$ cat config.mk
export PLATFORM = sky130hd
export DESIGN_NAME = rme_isqrt
export DESIGN_NICKNAME = d
export VERILOG_FILES = /design/src/hw/rtl/rotation_matrix_to_euler_assert.svh /design/src/hw/rtl/rme_pkg.sv /design/src/hw/rtl/rme_isqrt.sv
export SDC_FILE = /design/constraint.sdc
export NUM_CORES = 1
export LEC_CHECK = 0
export CAP_MARGIN = 20
export CORE_MARGIN = 2
export CORE_UTILIZATION = 66
export DETAILED_ROUTE_END_ITERATION = 16
export DONT_BUFFER_PORTS = 1
export PLACE_DENSITY = 0.82
export SETUP_SLACK_MARGIN = 0.1
export SKIP_LAST_GASP = 1
export SLEW_MARGIN = 20
export SYNTH_ARGS = -nofsm -noshare
export SYNTH_HDL_FRONTEND = slang
export SYNTH_SLANG_ARGS = --single-unit
$ cat constraint.sdc
create_clock -name aclk -period 3.8 [get_ports aclk]
set_clock_uncertainty 0.15 [all_clocks]
set_input_delay 0.38 -clock aclk [delete_from_list [all_inputs] [get_ports aclk]]
set_output_delay 0.38 -clock aclk [all_outputs]
set_load 0.01 [all_outputs]
$ cat src/hw/rtl/rotation_matrix_to_euler_assert.svh
// Assertion shorthands for the rotation matrix to Euler block.
`ifndef ROTATION_MATRIX_TO_EULER_ASSERT_SVH
`define ROTATION_MATRIX_TO_EULER_ASSERT_SVH

// Same-cycle implication, checked out of reset.
`define RME_ASSERT_NOW(lbl, clk, rstn, ante, cons) \
    lbl: assert property (@(posedge clk) disable iff (!rstn) (ante) |-> (cons)) \
        else $error("rme check failed");

// Next-cycle implication, checked out of reset.
`define RME_ASSERT_NEXT(lbl, clk, rstn, ante, cons) \
    lbl: assert property (@(posedge clk) disable iff (!rstn) (ante) |=> (cons)) \
        else $error("rme check failed");

`endif

$ cat src/hw/rtl/rme_pkg.sv
package rme_pkg;

    localparam int CORDIC_STEPS = 14;
    localparam int TAB_LEN      = 24;
    localparam int N_STEPS      = (CORDIC_STEPS > TAB_LEN) ? TAB_LEN : CORDIC_STEPS;

    localparam int OPND_W = 17;   // atan2 operands, room for a negated -2.0 word
    localparam int CORD_W = 32;   // scaled vector inside the rotator
    localparam int ACC_W  = 34;   // Q28 angle accumulator

    localparam int SQRT_ITERS = 15;
    localparam int SQRT_LAT   = SQRT_ITERS + 1;
    localparam int CORDIC_LAT = N_STEPS + 2;

    localparam logic signed [ACC_W-1:0] PI_Q28      = ACC_W'(843314857);
    localparam logic signed [15:0]      PI_Q12      = 16'sd12868;
    localparam logic signed [15:0]      HALF_PI_Q12 = 16'sd6434;
    localparam logic signed [15:0]      ONE_Q14     = 16'sd16384;

    localparam logic [0:0] REG_GIMBAL_EPS = 1'b0;

    typedef enum logic [1:0] {
        KIND_GEN1     = 2'd0,
        KIND_GEN2     = 2'd1,
        KIND_LOCK_NEG = 2'd2,
        KIND_LOCK_POS = 2'd3
    } kind_t;

    typedef struct packed {
        logic signed [15:0] right_x;
        logic signed [15:0] right_y;
        logic signed [15:0] right_z;
        logic signed [15:0] up_x;
        logic signed [15:0] up_z;
        logic signed [15:0] back_x;
        logic signed [15:0] back_z;
    } in_t;

    typedef struct packed {
        logic signed [15:0] angle_x;
        logic signed [15:0] angle_y;
        logic signed [15:0] angle_z;
        kind_t              solution_kind;
    } out_t;

    function automatic logic signed [ACC_W-1:0] atan_q28(input int i);
        logic signed [ACC_W-1:0] r;
        unique case (i)
            0:  r = ACC_W'(210828714);
            1:  r = ACC_W'(124459457);
            2:  r = ACC_W'(65760959);
            3:  r = ACC_W'(33381290);
            4:  r = ACC_W'(16755422);
            5:  r = ACC_W'(8385879);
            6:  r = ACC_W'(4193963);
            7:  r = ACC_W'(2097109);
            8:  r = ACC_W'(1048571);
            9:  r = ACC_W'(524287);
            10: r = ACC_W'(262144);
            11: r = ACC_W'(131072);
            12: r = ACC_W'(65536);
            13: r = ACC_W'(32768);
            14: r = ACC_W'(16384);
            15: r = ACC_W'(8192);
            16: r = ACC_W'(4096);
            17: r = ACC_W'(2048);
            18: r = ACC_W'(1024);
            19: r = ACC_W'(512);
            20: r = ACC_W'(256);
            21: r = ACC_W'(128);
            22: r = ACC_W'(64);
            23: r = ACC_W'(32);
            default: r = '0;
        endcase
        return r;
    endfunction

endpackage

$ cat src/hw/rtl/rme_isqrt.sv
module rme_isqrt (
    input  logic        aclk,
    input  logic        en,
    input  logic [28:0] sq_in,
    output logic [14:0] root_out
);
    import rme_pkg::*;

    logic [28:0] n_reg    [0:SQRT_ITERS];
    logic [29:0] root_reg [0:SQRT_ITERS];

    always_ff @(posedge aclk) begin
        if (en) begin
            n_reg[0]    <= 29'h1000_0000 - sq_in;
            root_reg[0] <= '0;
            // one result bit per stage, trial bit walks down by two places
            for (int j = 0; j < SQRT_ITERS; j++) begin
                if ({1'b0, n_reg[j]} >= root_reg[j] + (30'd1 << (28 - 2 * j))) begin
                    n_reg[j+1]    <= 29'({1'b0, n_reg[j]} - root_reg[j]
                                         - (30'd1 << (28 - 2 * j)));
                    root_reg[j+1] <= (root_reg[j] >> 1) + (30'd1 << (28 - 2 * j));
                end else begin
                    n_reg[j+1]    <= n_reg[j];
                    root_reg[j+1] <= root_reg[j] >> 1;
                end
            end
        end
    end

    assign root_out = root_reg[SQRT_ITERS][14:0];

endmodule

Word level (Yosys, flattened, before mapping) --
Memory sizes are Yosys's and may differ from the RTL's. Index checks and enable logic that the tools add are counted.
Word-level totals: flip-flop bits (word level) 0, latch bits 0, bits in writable memories 944, bits in read-only memories 0, input port bits 31, output and inout port bits 15, logic and storage cells 230, memories kept 2
Memories:
- root_reg | depth 16, width 30, rd ports 16, clocked after Yosys merged registers in 0, wr ports 16, RTL line rme_isqrt.sv:10 | logic [29:0] root_reg [0:SQRT_ITERS];
- n_reg | depth 16, width 29, rd ports 15, clocked after Yosys merged registers in 0, wr ports 16, RTL line rme_isqrt.sv:9 | logic [28:0] n_reg [0:SQRT_ITERS];
Cells by class: add/sub/neg operators 61, multipliers 0, div/mod/pow operators 0, $lt $le $gt $ge 15, eq/ne operators 0, shifts and indexed selects 0, mux-type cells 122, bitwise gates (word level) 30, reductions and logical operators 0
Operator list (number):
- >= comparator 29 x 30 -> 1 bit | 15
- two-way mux 30 bit | 15
- two-way mux 29 bit | 15
- subtractor 29 bit | 15
- two-way mux 1 bit | 92
- adder 29 x 1 -> 30 bit (second input constant) | 1
- adder 29 x 11 -> 30 bit (second input constant) | 1
- adder 29 x 13 -> 30 bit (second input constant) | 1
- adder 29 x 15 -> 30 bit (second input constant) | 1
- adder 29 x 17 -> 30 bit (second input constant) | 1
- adder 29 x 19 -> 30 bit (second input constant) | 1
- adder 29 x 21 -> 30 bit (second input constant) | 1
- adder 29 x 23 -> 30 bit (second input constant) | 1
- adder 29 x 25 -> 30 bit (second input constant) | 1
- adder 29 x 27 -> 30 bit (second input constant) | 1
- adder 29 x 29 -> 30 bit (second input constant) | 1
- adder 29 x 3 -> 30 bit (second input constant) | 1
- adder 29 x 5 -> 30 bit (second input constant) | 1
- adder 29 x 7 -> 30 bit (second input constant) | 1
- adder 29 x 9 -> 30 bit (second input constant) | 1
- adder 30 x 1 -> 30 bit (second input constant) | 1
- adder 30 x 11 -> 30 bit (second input constant) | 1
- adder 30 x 13 -> 30 bit (second input constant) | 1
- adder 30 x 15 -> 30 bit (second input constant) | 1
- 28 further kinds | 57

Longest topological paths before layout --
Gate-level depths: netlist of the first run.
depth in word-level cells 6, depth in mapped cells 15, mapped depth without buffers 14

Worst setup path before layout of the first run --
No wires, ideal clock.
path type reg-to-reg, start memory n_reg[12][1], in the netlist n_reg[1][117], end memory n_reg[13][28], in the netlist n_reg[1][173] (data pin), library setup time 0.260 ns, arrival time 3.075 ns, data required time 3.390 ns, setup slack 0.316 ns, stages on the path, launching flop included 12, path buffers 0, clock period less this slack 3.484 ns, path through edfxtp_1 ha_1 o21ba_2 o21bai_1 a2111oi_0 o32ai_1 a211oi_1 o21bai_1 nand2b_1 and3_1 nor4_1 mux2_2
RTL lines (RTL line):
- from (decl) | rme_isqrt.sv:9

==> impl_metrics.py, run 1 <==
metrics = {
    "worst_setup_path": {
        "endpoint_kind": "flop",
        "crit_arrival_ns": 3.93,
        "crit_slowest_cell": "or4_4",
        "worstPathCellList": "inv_1 > ha_1 > inv_2 > or4_4 > or4_4 > or3_4 > o2111ai_4 > a31oi_4 > or3_4 > a2111oi_4 > xor2_1",
        "worst-path-max-fanout": 4,
        "critPathLaunchType": "flop",
        "cp_data_required_time_ns": 4.07,
        "crit_path_max_incr_delay_ns": 0.54,
        "crit_type": "flop to flop",
    },
    "layout": {
        "largest_reg_flops": 435,
        "finalNetCount": 5226,
        "synthToLayoutAreaGrowth_pct": 8.81,
        "antenna_cells": 0,
        "stdcell_count": 5527,
        "drive_gt1_frac": 0.0471,
    },
    "sta": {
        "fmax_mhz": 274,
        "finalSetupViolCount": 0,
        "finalCritPeriodShare": 0.962,
        "rsz0062_at_grt": "yes",
        "timing.final.hold_violations": 40,
        "tightestPinTransition_ns": 1.90,
        "whs_ns": -0.332,
        "tns_ns": 0,
        "slew_headroom": -0.265,
        "period_minus_slack_ns": 3.66,
        "final_max_slew_viol_count": 416,
    },
    "route": {
        "viasPerCell": 5.81,
        "drt_iter0_drc": 2337,
        "wl_per_cell_um": 16.4,
        "first_pass_iters": 5,
        "vias": 32100,
        "ant_nets": 0,
        "routed_wirelength_um": 90500,
        "drc": 0,
    },
    "place": {
        "place_hpwl_um": 64200,
        "gp_congestion": 0.935,
        "port-buffer-count": 0,
        "place_inst": 5353,
    },
    "synthesis": {
        "syn_avg_cell_area_um2": 9.34,
        "yosys_warnings": 0,
        "yosysSeqAreaShare": 0.390,
        "synth_commonest_cells": "671 x inv_1, 574 x ha_1, 555 x edfxtp_1",
        "synth_cells": 4580,
        "synthTopCellsByArea": "edfxtp_1 39%, ha_1 17%, inv_1 5.9%, a21oi_1 5.1%, xnor2_1 4.3%",
        "yosysUniqueCellTypes": 77,
        "ys_seq_elements": 555,
        "yosysMostFrequentCell": "inv_1",
        "synth.top_cell.area_share": 0.390,
        "synth-edff-count": 555,
        "netlist_area_mm2": 0.0428,
        "synth-async-reset-ratio": 0,
        "synthFlopType": "edfxtp_1",
        "synth.largest_area_cell": "edfxtp_1",
        "syn_nets": 5185,
    },
    "outcome": {
        "violations": "negative hold slack, max-slew violations",
        "status": "complete, but fails checks",
    },
    "clock_network": {
        "h-tree-depth": 2,
        "path_clk_slew_ns": 0.06,
        "cts_tree": "built",
        "cts_sinks": 555,
        "cts_root_buf": "clkbuf_16",
        "cts_inserted_buffers": 61,
        "cts_hold_buf": 51,
        "clockBufferDepth": 3,
        "clkLatencyLatePin_ns": 0.68,
    },
    "floorplanning": {
        "coreArea_mm2": 0.0642,
        "dieWidth_um": 259,
        "die_y_um": 259,
        "initial_core_util": 0.666,
        "rows": 93,
        "ios": 46,
        "dieArea_mm2": 0.0669,
    },
    "worst_hold_path": {
        "holdCritPathClass": "input port to flop",
    },
    "grt": {
        "overflow": 0,
        "grt_pass1_wl_um": 147000,
        "grt_pass1_vias": 31100,
        "grt_max_degree": 573,
        "antenna_found_initial": 1,
        "grt_usage": 0.263,
    },
    "flow_run": {
        "max-cap-violations": 0,
    },
}
-- layout by cell type, fill, tap and decap left out, drive strengths merged, types with 11 or more instances in the layout --
master,count
nand3b,16
clkbuf,74
a2111oi,13
nand4,29
bufinv,11
buf,43
ha,574
a21boi,15
or2,11
o21ba,18
o21bai,65
clkinv,28
nor2b,69
xor2,162
nor4,32
nand3,66
nor4b,19
nor3b,15
o21ai,283
a21oi,435
and3,21
nor2,357
a21o,105
a211oi,21
dlygate4sd3,51
nand2,281
o211ai,19
edfxtp,555
or3,31
a31oi,41
o31ai,20
o21a,30
inv,674
nor3,60
nand2b,71
xnor2,211
-- worst max-delay path, delay by kind of cell, from the launching register on --
family	cells	cell delay [ns]
buffers and inverters	2	0.12
and+or+nand+nor	4	1.82
xor gates and xnor gates	1	0.11
AOI/OAI and AO/OA	3	0.54
adders and majority gates	1	0.29
DFF	1	0.37
-- final cells by class --
| class | count | area [um^2] |
|---|---|---|
| sequential | 555 | 16700 |
| inverter | 675 | 2530 |
| clock inverter | 41 | 541 |
| clock buffer | 73 | 1570 |
| fill | 4572 | 17700 |
| timing repair buffer | 95 | 871 |
| multi-input combinational | 3233 | 23300 |
| tap | 855 | 1070 |
-- path summary, 6_finish.rpt --
kind	start	end	slack (ns)	depth (start not counted)
hold reg to reg	n_reg[0][116]	n_reg[0][145]	0.27	0
setup reg to reg	root_reg[1][166]	n_reg[1][199]	0.14	11
hold / removal	en	n_reg[0][5]	-0.33	0
setup / recovery	root_reg[1][166]	n_reg[1][199]	0.14	11
-- logic make-up (layout without fill, tap and decap cells) --
logic type,Yosys count,count (layout),synth area share
compound gates,1150,1150,0.164
xor+xnor,373,373,0.0764
fa+ha+maj,574,574,0.168
buf+inv,792,884,0.0708
flops,555,555,0.390
mux,16,16,0.00395
simple gates,1120,1120,0.127
-- routing by layer --
| layer | GRT usage | share of wire | routed length [um] | up-vias |
|---|---|---|---|---|
| met5 | 0 | 0.00017 | 15 | - |
| met4 | 0.0963 | 0.030 | 2720 | 2 |
| met3 | 0.0265 | 0.038 | 3440 | 194 |
| met2 | 0.463 | 0.50 | 44900 | 715 |
| met1 | 0.338 | 0.44 | 39400 | 15200 |
| li1 | - | - | - | 16000 |
-- repair_timing --
item	in CTS	in global routing
gates resized for setup	4	35
buffers inserted	0	8
pin swaps	1	11
gates cloned	0	1
endpoints found under the setup margin	3	31
endpoints found under the hold margin	542	251
-- per-stage QoR --
stage | instance area [um^2] | utilization | hold slack, ns | setup slack (ns)
2_1_floorplan | 42800 | - | 0.250 | 0.316
3_3_place_gp | 43600 | 0.679 | 0.250 | 0.250
3_5_place_dp | 43600 | 0.679 | 0.255 | 0.106
4_1_cts | 46300 | 0.720 | -0.327 | 0.108
5_1_grt | 46500 | 0.725 | -0.343 | 0.0651
6_report | 46500 | 0.725 | -0.332 | 0.145
Power of run 1 is not shown: default switching activity piles up to over one toggle a cycle in this logic, so the estimate is an artifact.
==> inputs of run 2 (changes only) <==
--- a/config.mk
+++ b/config.mk
@@ -11,6 +11,7 @@
 export DETAILED_ROUTE_END_ITERATION = 16
 export DONT_BUFFER_PORTS = 1
 export PLACE_DENSITY = 0.82
+export RECOVER_POWER = 100
 export SETUP_SLACK_MARGIN = 0.1
 export SKIP_LAST_GASP = 1
 export SLEW_MARGIN = 20
==> impl_metrics.py, run 2 (same netlist as run 1, synthesis figures left out) <==
metrics = {
    "grt": {
        "overflow": 0,
        "grt_usage": 0.263,
        "antenna_found_initial": 1,
        "grt_max_degree": 573,
        "grt_pass1_vias": 31100,
        "grt_pass1_wl_um": 147000,
    },
    "clock_network": {
        "cts_inserted_buffers": 61,
        "cts_tree": "built",
        "cts_root_buf": "clkbuf_16",
        "h-tree-depth": 2,
        "clockBufferDepth": 3,
        "cts_hold_buf": 51,
        "clkLatencyLatePin_ns": 0.68,
        "path_clk_slew_ns": 0.06,
        "cts_sinks": 555,
    },
    "worst_setup_path": {
        "critPathLaunchType": "input port",
        "worstPathCellList": "and3b_1 > clkbuf_1 > clkinv_1 > clkbuf_2 > nand3_1 > mux2i_1 > nor2_1",
        "worst-path-max-fanout": 572,
        "cp_num_buf_inv": 3,
        "endpoint_kind": "flop",
        "crit_arrival_ns": 4.00,
        "crit_type": "input port to flop",
        "crit_path_max_incr_delay_ns": 0.91,
        "cp_data_required_time_ns": 4.07,
        "crit_slowest_cell": "and3b_1",
        "crit_family": "buffers and inverters",
    },
    "outcome": {
        "status": "complete, but fails checks",
        "violations": "negative hold slack, max-slew violations",
    },
    "layout": {
        "final_cell_mix": "671 x inv_1, 573 x ha_1, 555 x edfxtp_1, 434 x a21oi_1, 357 x nor2_1",
        "finalNetCount": 5226,
        "antenna_cells": 0,
        "synthToLayoutAreaGrowth_pct": 8.38,
        "largest_reg_flops": 435,
        "fin_area_mm2": 0.0464,
        "final_common_cell": "inv_1",
        "fillers": 4614,
        "drive_gt1_frac": 0.0407,
    },
    "floorplanning": {
        "rows": 93,
        "dieArea_mm2": 0.0669,
        "coreArea_mm2": 0.0642,
        "ios": 46,
        "dieWidth_um": 259,
        "die_y_um": 259,
        "initial_core_util": 0.666,
    },
    "route": {
        "wl_per_cell_um": 16.4,
        "viasPerCell": 5.81,
        "vias": 32100,
        "drc": 0,
        "first_pass_iters": 5,
        "ant_nets": 0,
        "drt_iter0_drc": 2404,
        "routed_wirelength_um": 90400,
    },
    "sta": {
        "final_max_slew_viol_count": 469,
        "finalSetupViolCount": 0,
        "tightestPinTransition_ns": 2.53,
        "whs_ns": -0.332,
        "timing.final.hold_violations": 40,
        "rsz0062_at_grt": "yes",
        "slew_headroom": -0.689,
        "period_minus_slack_ns": 3.73,
        "setup_slack_ns": 0.0731,
        "fmax_mhz": 268,
        "finalCritPeriodShare": 0.981,
        "tns_ns": 0,
    },
    "place": {
        "place_hpwl_um": 64200,
        "place_area_mm2": 0.0436,
        "port-buffer-count": 0,
        "place_ws_ns": 0.106,
        "gp_congestion": 0.935,
    },
    "worst_hold_path": {
        "holdCritPathClass": "input port to flop",
    },
    "flow_run": {
        "max-cap-violations": 0,
    },
}
[run 2: per-layer routing]
layer	vias up	track usage	part of all wire
li1	16000	-	-
met5	-	0	0.00017
met1	15200	0.338	0.44
met3	194	0.0265	0.039
met4	2	0.0963	0.030
met2	725	0.463	0.50
[run 2: what timing repair did]
action	4_1_cts	5_1_grt
endpoints found under the setup margin	3	31
setup buffers	0	8
gates resized for setup	4	35
hold endpoints to repair	542	251
cloned	0	1
pin swaps	1	11
[run 2: worst paths after layout]
kind | slack, ns | depth (start not counted) | startpoint | to
setup / recovery | 0.07 | 7 | en | n_reg[0][84]
hold / removal | -0.33 | 0 | en | n_reg[0][5]
hold reg to reg | 0.26 | 0 | n_reg[0][116] | n_reg[0][145]
setup reg to reg | 0.11 | 10 | n_reg[1][160] | n_reg[1][199]
[run 2: final cells by class]
class                           count  area, um^2  share of cell area
Clock inverter                     41         541              0.0117
Sequential cell                   555       16700               0.360
Inverter                          675        2530              0.0547
Clock buffer                       73        1570              0.0339
Multi-Input combinational cell   3233       23200               0.501
Timing Repair Buffer               95         764              0.0165
Tap cell                          855        1070              0.0231
[run 2: per-stage QoR]
stage | util | hold slack (ns) | instances
2_1_floorplan | - | 0.250 | 4580
3_3_place_gp | 0.679 | 0.250 | 5353
3_5_place_dp | 0.679 | 0.255 | 5353
4_1_cts | 0.720 | -0.327 | 5518
5_1_grt | 0.722 | -0.343 | 5527
6_report | 0.722 | -0.332 | 5527
Power of run 2 is left out for the same reason.
